## config.mk

```make
export PLATFORM = sky130hd
export DESIGN_NAME = sound_light_night_lamp_controller
export DESIGN_NICKNAME = d
export VERILOG_FILES = /design/src/hw/rtl/slnl_pkg.sv /design/src/hw/rtl/sound_light_night_lamp_controller.sv
export SDC_FILE = /design/constraint.sdc
export NUM_CORES = 2
export LEC_CHECK = 0
export ABC_AREA = 0
export BUFFER_PORTS_ARGS = -buffer_cell sky130_fd_sc_hd__buf_4
export CAP_MARGIN = 10
export CORE_ASPECT_RATIO = 1.75
export CORE_MARGIN = 2
export CORE_UTILIZATION = 58
export CTS_CLUSTER_DIAMETER = 80
export DETAILED_ROUTE_END_ITERATION = 8
export PLACE_DENSITY = 0.73
export SYNTH_ARGS = -nofsm -noshare
export SYNTH_HDL_FRONTEND = slang
export SYNTH_SLANG_ARGS = --single-unit
```

## constraint.sdc

```tcl
create_clock -name clk_i -period 27.4 [get_ports clk_i]
set_clock_uncertainty 0.2 [all_clocks]
set_input_delay 1.37 -clock clk_i [delete_from_list [all_inputs] [get_ports clk_i]]
set_output_delay 1.37 -clock clk_i [all_outputs]
set_load 0.01 [all_outputs]
```

## src/hw/rtl/slnl_pkg.sv

```systemverilog
// Package for the sound and light night lamp controller.
// Holds event and register codes, sizing constants and the per-second averaging divider.
// No dependencies.
package slnl_pkg;

  // Fixed field widths
  localparam int unsigned OPCODE_W     = 2;
  localparam int unsigned SAMPLE_BITS  = 14;
  localparam int unsigned LUX_W        = 17;
  localparam int unsigned ON_TICKS_W   = 16;
  localparam int unsigned RISE_W       = 7;
  localparam int unsigned CFG_IDX_W    = 2;
  localparam int unsigned CFG_DATA_W   = 17;

  // Averaging window and baseline depth
  localparam int unsigned SAMPLES_PER_SECOND = 100;
  localparam int unsigned BASELINE_SECONDS   = 5;

  localparam int unsigned SUM_W     = $clog2(SAMPLES_PER_SECOND * (2 ** SAMPLE_BITS));
  localparam int unsigned SCNT_W    = $clog2(SAMPLES_PER_SECOND);
  localparam int unsigned BIDX_W    = (BASELINE_SECONDS > 1) ? $clog2(BASELINE_SECONDS) : 1;

  // Truncating divide by SAMPLES_PER_SECOND as a multiply by a rounded-up reciprocal.
  // The rounding error stays below one count over the whole sum range.
  localparam int unsigned DIV_SHIFT = SUM_W + $clog2(SAMPLES_PER_SECOND);
  localparam int unsigned MULT_W    = SUM_W + 1;
  localparam longint unsigned DIV_MULT =
    ((64'd1 << DIV_SHIFT) + SAMPLES_PER_SECOND - 1) / SAMPLES_PER_SECOND;

  // Rise test: 100 * avg > baseline * (100 + rise_percent)
  localparam int unsigned PCT_SCALE = 100;
  localparam int unsigned FACTOR_W  = RISE_W + 1;
  localparam int unsigned RHS_W     = SAMPLE_BITS + FACTOR_W;

  // Reset values of the configuration registers
  localparam logic [LUX_W-1:0]      DARK_THRESHOLD_RST = LUX_W'(30);
  localparam logic [ON_TICKS_W-1:0] ON_TICKS_RST       = ON_TICKS_W'(1000);
  localparam logic [RISE_W-1:0]     RISE_PERCENT_RST   = RISE_W'(5);

  typedef enum logic [OPCODE_W-1:0] {
    OP_MIC    = 2'd0,
    OP_LUX    = 2'd1,
    OP_TICK   = 2'd2,
    OP_BUTTON = 2'd3
  } opcode_e;

  typedef enum logic [CFG_IDX_W-1:0] {
    CFG_DARK_THRESHOLD = 2'd0,
    CFG_ON_TICKS       = 2'd1,
    CFG_RISE_PERCENT   = 2'd2,
    CFG_UNUSED         = 2'd3
  } cfg_idx_e;

  function automatic logic [SAMPLE_BITS-1:0] sps_div(input logic [SUM_W-1:0] sum);
    logic [SUM_W+MULT_W-1:0] prod;
    prod = {{MULT_W{1'b0}}, sum} * (SUM_W + MULT_W)'(DIV_MULT);
    return prod[DIV_SHIFT +: SAMPLE_BITS];
  endfunction

endpackage

```

## src/hw/rtl/sound_light_night_lamp_controller.sv

```systemverilog
// Top level of the sound and light night lamp controller.
// Depends on slnl_pkg for codes, widths and the per-second divider.
//
// Usage:
//  - Input channel (in_valid_i / in_ready_o) carries one event item: a mic sample,
//    a lux reading, a lamp tick or a button press, selected by opcode_i.
//  - Output channel (out_valid_o / out_ready_i) returns exactly one result item per
//    event: lamp drive, night mode, sound flag and monitoring phase after that event.
//  - Configuration is a plain write port (cfg_we_i, cfg_idx_i, cfg_data_i); write
//    only while no item is in flight. Index 3 is ignored.
// Timing:
//  - An accepted item is held in the input register and its result is loaded into the
//    result register when the result slot is free or being emptied; out_valid_o rises
//    with that load.
//  - Throughput is one item per cycle while out_ready_i is high. All state, including the end-of-second
//    average and rise test, updates in a single pass between the input register
//    and the result register.
// Reset: controller state and valid flags clear, baseline collection restarts, lamp off,
//  registers take their defaults (dark 30 lux, 1000 ticks, 5 percent).
// Stall: while out_ready_i is low the result register holds; the input register
//  still accepts one more item, then in_ready_o drops until the result moves on.
module sound_light_night_lamp_controller
  import slnl_pkg::*;
(
  input  logic                    clk_i,
  input  logic                    rst_ni,

  input  logic                    cfg_we_i,
  input  logic [CFG_IDX_W-1:0]    cfg_idx_i,
  input  logic [CFG_DATA_W-1:0]   cfg_data_i,

  input  logic                    in_valid_i,
  output logic                    in_ready_o,
  input  logic [OPCODE_W-1:0]     opcode_i,
  input  logic [SAMPLE_BITS-1:0]  mic_sample_i,
  input  logic [LUX_W-1:0]        lux_value_i,

  output logic                    out_valid_o,
  input  logic                    out_ready_i,
  output logic                    lamp_on_o,
  output logic                    night_active_o,
  output logic                    sound_seen_o,
  output logic                    monitoring_o
);

  // Configuration registers
  logic [LUX_W-1:0]      dark_thr_q;
  logic [ON_TICKS_W-1:0] on_ticks_q;
  logic [RISE_W-1:0]     rise_q;

  always_ff @(posedge clk_i or negedge rst_ni) begin
    if (!rst_ni) begin
      dark_thr_q <= DARK_THRESHOLD_RST;
      on_ticks_q <= ON_TICKS_RST;
      rise_q     <= RISE_PERCENT_RST;
    end else if (cfg_we_i) begin
      unique case (cfg_idx_e'(cfg_idx_i))
        CFG_DARK_THRESHOLD: dark_thr_q <= cfg_data_i[LUX_W-1:0];
        CFG_ON_TICKS:       on_ticks_q <= cfg_data_i[ON_TICKS_W-1:0];
        CFG_RISE_PERCENT:   rise_q     <= cfg_data_i[RISE_W-1:0];
        default: ;
      endcase
    end
  end

  // Rise setting as it stands after this edge
  logic [RISE_W-1:0]     rise_d;

  assign rise_d = (cfg_we_i && (cfg_idx_e'(cfg_idx_i) == CFG_RISE_PERCENT)) ?
                  cfg_data_i[RISE_W-1:0] : rise_q;

  // Input register and handshake
  logic                   in_valid_q;
  opcode_e                op_q;
  logic [SAMPLE_BITS-1:0] mic_q;
  logic [LUX_W-1:0]       lux_q;
  logic                   out_valid_q;
  logic                   advance;

  // Process the held item whenever the result slot is free or being emptied
  assign advance    = in_valid_q && (!out_valid_q || out_ready_i);
  assign in_ready_o = !in_valid_q || advance;

  always_ff @(posedge clk_i or negedge rst_ni) begin
    if (!rst_ni) begin
      in_valid_q <= 1'b0;
    end else if (in_ready_o) begin
      in_valid_q <= in_valid_i;
    end
  end

  always_ff @(posedge clk_i) begin
    if (in_ready_o && in_valid_i) begin
      op_q  <= opcode_e'(opcode_i);
      mic_q <= mic_sample_i;
      lux_q <= lux_value_i;
    end
  end

  // Controller state
  logic [SUM_W-1:0]       sum_q,      sum_d;
  logic [SCNT_W-1:0]      scnt_q,     scnt_d;
  logic [SAMPLE_BITS-1:0] base_q [BASELINE_SECONDS];
  logic [SAMPLE_BITS-1:0] base_d [BASELINE_SECONDS];
  logic [BIDX_W-1:0]      bidx_q,     bidx_d;
  logic                   compare_q,  compare_d;
  logic                   lux_seen_q, lux_seen_d;
  logic                   night_q,    night_d;
  logic                   sound_q,    sound_d;
  logic [ON_TICKS_W-1:0]  lcnt_q,     lcnt_d;
  logic                   lamp_q,     lamp_d;

  // Baseline products against the rise setting of the coming cycle; a second ends
  // at most once every SAMPLES_PER_SECOND items, so the register between the
  // baseline and these products never matters.
  logic [RHS_W-1:0]       rhs_q [BASELINE_SECONDS];
  logic [FACTOR_W-1:0]    factor;

  assign factor = FACTOR_W'(PCT_SCALE) + FACTOR_W'(rise_d);

  always_ff @(posedge clk_i) begin
    for (int k = 0; k < BASELINE_SECONDS; k++) begin
      rhs_q[k] <= RHS_W'(base_q[k]) * RHS_W'(factor);
    end
  end

  // End-of-second datapath
  logic [SUM_W-1:0]       sum_add;
  logic                   sec_done;
  logic [SAMPLE_BITS-1:0] avg;
  logic [RHS_W-1:0]       lhs;
  logic                   rise_hit;
  logic                   dark;

  assign sum_add  = sum_q + SUM_W'(mic_q);
  assign sec_done = (scnt_q == SCNT_W'(SAMPLES_PER_SECOND - 1));
  assign avg      = sps_div(sum_add);
  assign lhs      = RHS_W'(avg) * RHS_W'(PCT_SCALE);
  assign dark     = (lux_q < dark_thr_q);

  always_comb begin
    rise_hit = 1'b0;
    for (int k = 0; k < BASELINE_SECONDS; k++) begin
      if (lhs > rhs_q[k]) rise_hit = 1'b1;
    end
  end

  always_comb begin
    sum_d      = sum_q;
    scnt_d     = scnt_q;
    base_d     = base_q;
    bidx_d     = bidx_q;
    compare_d  = compare_q;
    lux_seen_d = lux_seen_q;
    night_d    = night_q;
    sound_d    = sound_q;
    lcnt_d     = lcnt_q;
    lamp_d     = lamp_q;

    unique case (op_q)
      OP_MIC: begin
        if (!sec_done) begin
          sum_d  = sum_add;
          scnt_d = scnt_q + SCNT_W'(1);
        end else begin
          // Close the second: restart the sum, then fill or compare-and-shift
          sum_d  = '0;
          scnt_d = '0;
          if (!compare_q) begin
            base_d[bidx_q] = avg;
            if (bidx_q == BIDX_W'(BASELINE_SECONDS - 1)) begin
              compare_d = 1'b1;
            end else begin
              bidx_d = bidx_q + BIDX_W'(1);
            end
          end else begin
            if (rise_hit) sound_d = 1'b1;
            for (int k = 0; k < BASELINE_SECONDS - 1; k++) begin
              base_d[k] = base_q[k+1];
            end
            base_d[BASELINE_SECONDS-1] = avg;
          end
        end
      end
      OP_LUX: begin
        // First reading decides outright; later ones only switch night mode on
        if (!lux_seen_q) begin
          night_d    = dark;
          lux_seen_d = 1'b1;
        end else if (dark && sound_q) begin
          night_d = 1'b1;
        end
      end
      OP_TICK: begin
        if (night_q) begin
          if (lcnt_q < on_ticks_q) begin
            lamp_d = 1'b1;
            lcnt_d = lcnt_q + ON_TICKS_W'(1);
          end else begin
            lamp_d  = 1'b0;
            sound_d = 1'b0;
            night_d = 1'b0;
            lcnt_d  = '0;
          end
        end
      end
      OP_BUTTON: begin
        night_d = 1'b1;
        lcnt_d  = '0;
      end
      default: ;
    endcase
  end

  always_ff @(posedge clk_i or negedge rst_ni) begin
    if (!rst_ni) begin
      sum_q      <= '0;
      scnt_q     <= '0;
      for (int k = 0; k < BASELINE_SECONDS; k++) base_q[k] <= '0;
      bidx_q     <= '0;
      compare_q  <= 1'b0;
      lux_seen_q <= 1'b0;
      night_q    <= 1'b0;
      sound_q    <= 1'b0;
      lcnt_q     <= '0;
      lamp_q     <= 1'b0;
    end else if (advance) begin
      sum_q      <= sum_d;
      scnt_q     <= scnt_d;
      base_q     <= base_d;
      bidx_q     <= bidx_d;
      compare_q  <= compare_d;
      lux_seen_q <= lux_seen_d;
      night_q    <= night_d;
      sound_q    <= sound_d;
      lcnt_q     <= lcnt_d;
      lamp_q     <= lamp_d;
    end
  end

  // Result register
  logic lamp_out_q, night_out_q, sound_out_q, mon_out_q;

  always_ff @(posedge clk_i or negedge rst_ni) begin
    if (!rst_ni) begin
      out_valid_q <= 1'b0;
    end else if (advance) begin
      out_valid_q <= 1'b1;
    end else if (out_ready_i) begin
      out_valid_q <= 1'b0;
    end
  end

  always_ff @(posedge clk_i) begin
    if (advance) begin
      lamp_out_q  <= lamp_d;
      night_out_q <= night_d;
      sound_out_q <= sound_d;
      mon_out_q   <= compare_d;
    end
  end

  assign out_valid_o    = out_valid_q;
  assign lamp_on_o      = lamp_out_q;
  assign night_active_o = night_out_q;
  assign sound_seen_o   = sound_out_q;
  assign monitoring_o   = mon_out_q;

  // Assertions
  a_scnt_range: assert property (@(posedge clk_i) disable iff (!rst_ni)
    scnt_q < SCNT_W'(SAMPLES_PER_SECOND))
    else $error("sample count past one second");

  a_compare_sticky: assert property (@(posedge clk_i) disable iff (!rst_ni)
    compare_q |=> compare_q)
    else $error("monitoring phase dropped");

  a_sound_source: assert property (@(posedge clk_i) disable iff (!rst_ni)
    (!sound_q ##1 sound_q) |-> $past(advance && op_q == OP_MIC && sec_done && compare_q))
    else $error("sound flag set outside a compared second");

  a_result_follows: assert property (@(posedge clk_i) disable iff (!rst_ni)
    (in_valid_q && !out_valid_q) |=> out_valid_q)
    else $error("held item not moved to result register");

endmodule
```

==> summary.md <==
| Metric | Value |
|---|---|
| Clock Sinks | `311` |
| Vias per inst | `between 5 and 6` |
| Fmax | `0.0628 GHz` |
| Total track usage | `0.286` |
| Post-CTS setup buffer count | `0` |
| Core Area | `between 0.06 and 0.07 mm²` |
| Max-cap violations | `0` |
| Placed Cells incl. Taps | `5064` |
| DRC Markers | `0` |
| Post-synthesis sequential area ratio | `0.188` |
| WL final | `about 96000 µm` |
| Longest Clk Path Bufs | `3` |
| Critical path's slowest cell | `o41ai_1` |
| Synth top cells by count | `inv_1 (798), ha_1 (598), fa_1 (520)` |
| Netlist cell types | `between 70 and 80` |
| Ys flop type | `dfrtp_1` |
| CTS resizes | `0` |
| Die width | `202 µm` |
| Initial Util | `0.587` |
| Syn Std Cell Area | `between 0.03 and 0.04 mm²` |
| Post-layout util | `0.621` |
| Critical path class | `reg2reg` |
| Routed Antenna Nets | `0` |
| Synthesized area per cell | `9.36 µm²` |
| Initial antenna violation count | `0` |
| Ys Warns | `0` |
| DR vias | `~29000` |
| Crit path DAT | `roughly 16000 ps` |
| H-tree depth | `1` |
| Final cycle utilization of the critical path | `0.581` |
| Fin nets | `5377` |
| PortBufs | `62` |
| Largest net degree at the start of global routing | `between 100 and 150` |
| Count leader, synth | `inv_1` |
| Mapped Cells | `between 4000 and 5000` |
| Synth async-reset ratio | `0.527` |
| Top area cells in the synthesized netlist | `fa_1 (26%), ha_1 (19%), dfrtp_1 (9.6%), inv_1 (7.6%), dfxtp_1 (5.6%)` |
| ANT cells | `0` |
| Min Tclk post-route | `about 16000 ps` |
| Top Ports | `63` |
| Count of final setup violators | `0` |
| GR Util met3 | `0.0226` |
| Cts bufs inserted | `31` |
| Max incr delay on CP | `about 740 ps` |
| Initial DRC count | `between 1000 and 1500` |
| First-pass DRT Iterations | `5` |
| Fillers | `between 5000 and 6000` |
| Vias in the first global route | `31170` |
| Detailed Place HPWL | `~77000 µm` |
| Worst EP required | `about 28000 ps` |
| Worst-skew pair later-pin latency | `~610 ps` |
| Setup_tns | `0 ps` |
| Design Area, Final | `roughly 0.042 mm²` |
| Root buf cell | `clkbuf_16` |
| Die H | `roughly 350 µm` |
| GRT busiest layer | `met2` |
| RSZ-0062 raised after global routing | `no` |
| Post-synth top area share | `0.263` |
| Critical path peak fanout | `11` |
| Grt met2 use | `0.532` |
| Share of layout cells above drive strength 1 | `0.0523` |
| Area after DPL | `slightly above 0.04 mm²` |
| Clock-pin slew of the registers on the worst-case setup and hold paths | `around 70 ps` |
| Max Transition Viols Final | `0` |
| Row Count | `about 130` |
| Area growth, synth to finish | `5.84%` |
| Drt wl/cell | `~19 µm` |
| Hold Crit Class | `reg2reg` |
| GRT overflow | `0` |
| Global-route wire length before repair | `159000 µm` |
| Slew HR | `0.173` |
| Worst setup SP type | `flop` |
| Area leader, netlist | `fa_1` |
| Syn_nets | `around 5400` |
| Post-cts hold buffer count | `0` |
| Final hold vios | `0` |
| Met1 usage in global routing | `0.313` |
| Most used cell, CP | `a21oi_1` |
| Worst setup EP type | `flop` |
| Die Area | `0.0705 mm²` |
| Worst-Margin Slew | `1240 ps` |
| Count of non-filler cells in the finished layout | `between 5000 and 6000` |
| EDFF count, synth | `37` |
| Yosys reg bits | `~310` |
| Final GP Congestion | `about 0.94` |
| Outcome | `complete, no violations` |
| TritonCTS clock tree | `done` |
-- placed cells by master (no fill, tap or decap), drive strengths merged, types with 12 or more instances in the layout --
cell type and count:
buf 97, o21ai 157, nand3 31, and3 20, mux2 33, dfstp 12
ha 598, nand2 402, nor2 173, o21bai 13, a31oi 13, nand4 21
dfrtp 152, o21a 28, edfxtp 37, xor2 41, a22oi 48, a21oi 172
nor2b 28, a211oi 12, dfxtp 110, nor3 34, clkbuf 50, inv 802
nand2b 37, xnor2 94, and2 281, fa 520, a21o 53, o211ai 13
-- cell families (layout without fill, tap and decap cells) --
family / count (synthesis) / after routing / synth area share
buf+inv: 959 / 955 / 0.0911
compound gates: 589 / 589 / 0.0943
simple gates: 1080 / 1080 / 0.134
xor+xnor: 135 / 135 / 0.0301
flops: 311 / 311 / 0.188
mux: 37 / 37 / 0.0105
fa+ha+maj: 1120 / 1120 / 0.452
-- flip-flops by register name, summed over array words and instances, names as in the netlist, 2 cells and up --
signal	cells
base_q	70
bidx_q	3
dark_thr_q	17
lcnt_q	16
lux_q	17
mic_q	14
on_ticks_q	16
op_q	2
rhs_q	110
rise_q	7
scnt_q	7
sum_q	21
-- stage by stage --
| stage | hold WS [ps] | worst slack [ps] |
|---|---|---|
| CTS | 274 | 11650 |
| detailed placement | 259 | 11720 |
| global placement | 248 | 11910 |
| global route | 293 | 10550 |
| finish | 274 | 11470 |
| floorplan | 236 | 13830 |
-- per-layer routing --
metal	vias up	part of all wire
li1	13430	-
met1	14332	0.36
met2	722	0.53
met3	294	0.037
met4	0	0.078
met5	-	0
-- worst max-delay path, delay by kind of cell, from the launching register on --
family,cells,cell delay [ps]
adders and majority gates,14,5900
buffers and inverters,4,770
AOI/OAI and AO/OA,26,5720
DFF,1,430
xor gates and xnor gates,2,1280
and+or+nand+nor,6,1370
-- area by class of cell --
cell class,instances,area (µm²),share of cell area
clock buffer,50,877,0.0209
clock inverter,8,103,0.00245
inverter,800,3010,0.0717
multi-input combinational,2961,28600,0.683
sequential,311,7430,0.177
tap,896,1120,0.0268
timing repair buffer,97,732,0.0175
-- worst paths after layout --
| check | start | to | slack, ps | cells after the start |
|---|---|---|---|---|
| max reg2reg | mic_q[1] | sound_seen_o | 11470 | 52 |
| max | mic_q[1] | sound_seen_o | 11470 | 52 |
| min in group asynchronous | rst_ni | dark_thr_q[10] | 690 | 1 |
| min | lux_seen_q | lux_seen_q | 270 | 2 |
| min reg2reg | lux_seen_q | lux_seen_q | 270 | 2 |
| max in group asynchronous | rst_ni | base_q[39] | 24790 | 2 |
Power is left out: the tool's default activity adds up to more than one toggle a clock period on the data nets, which glitch-free logic cannot reach.
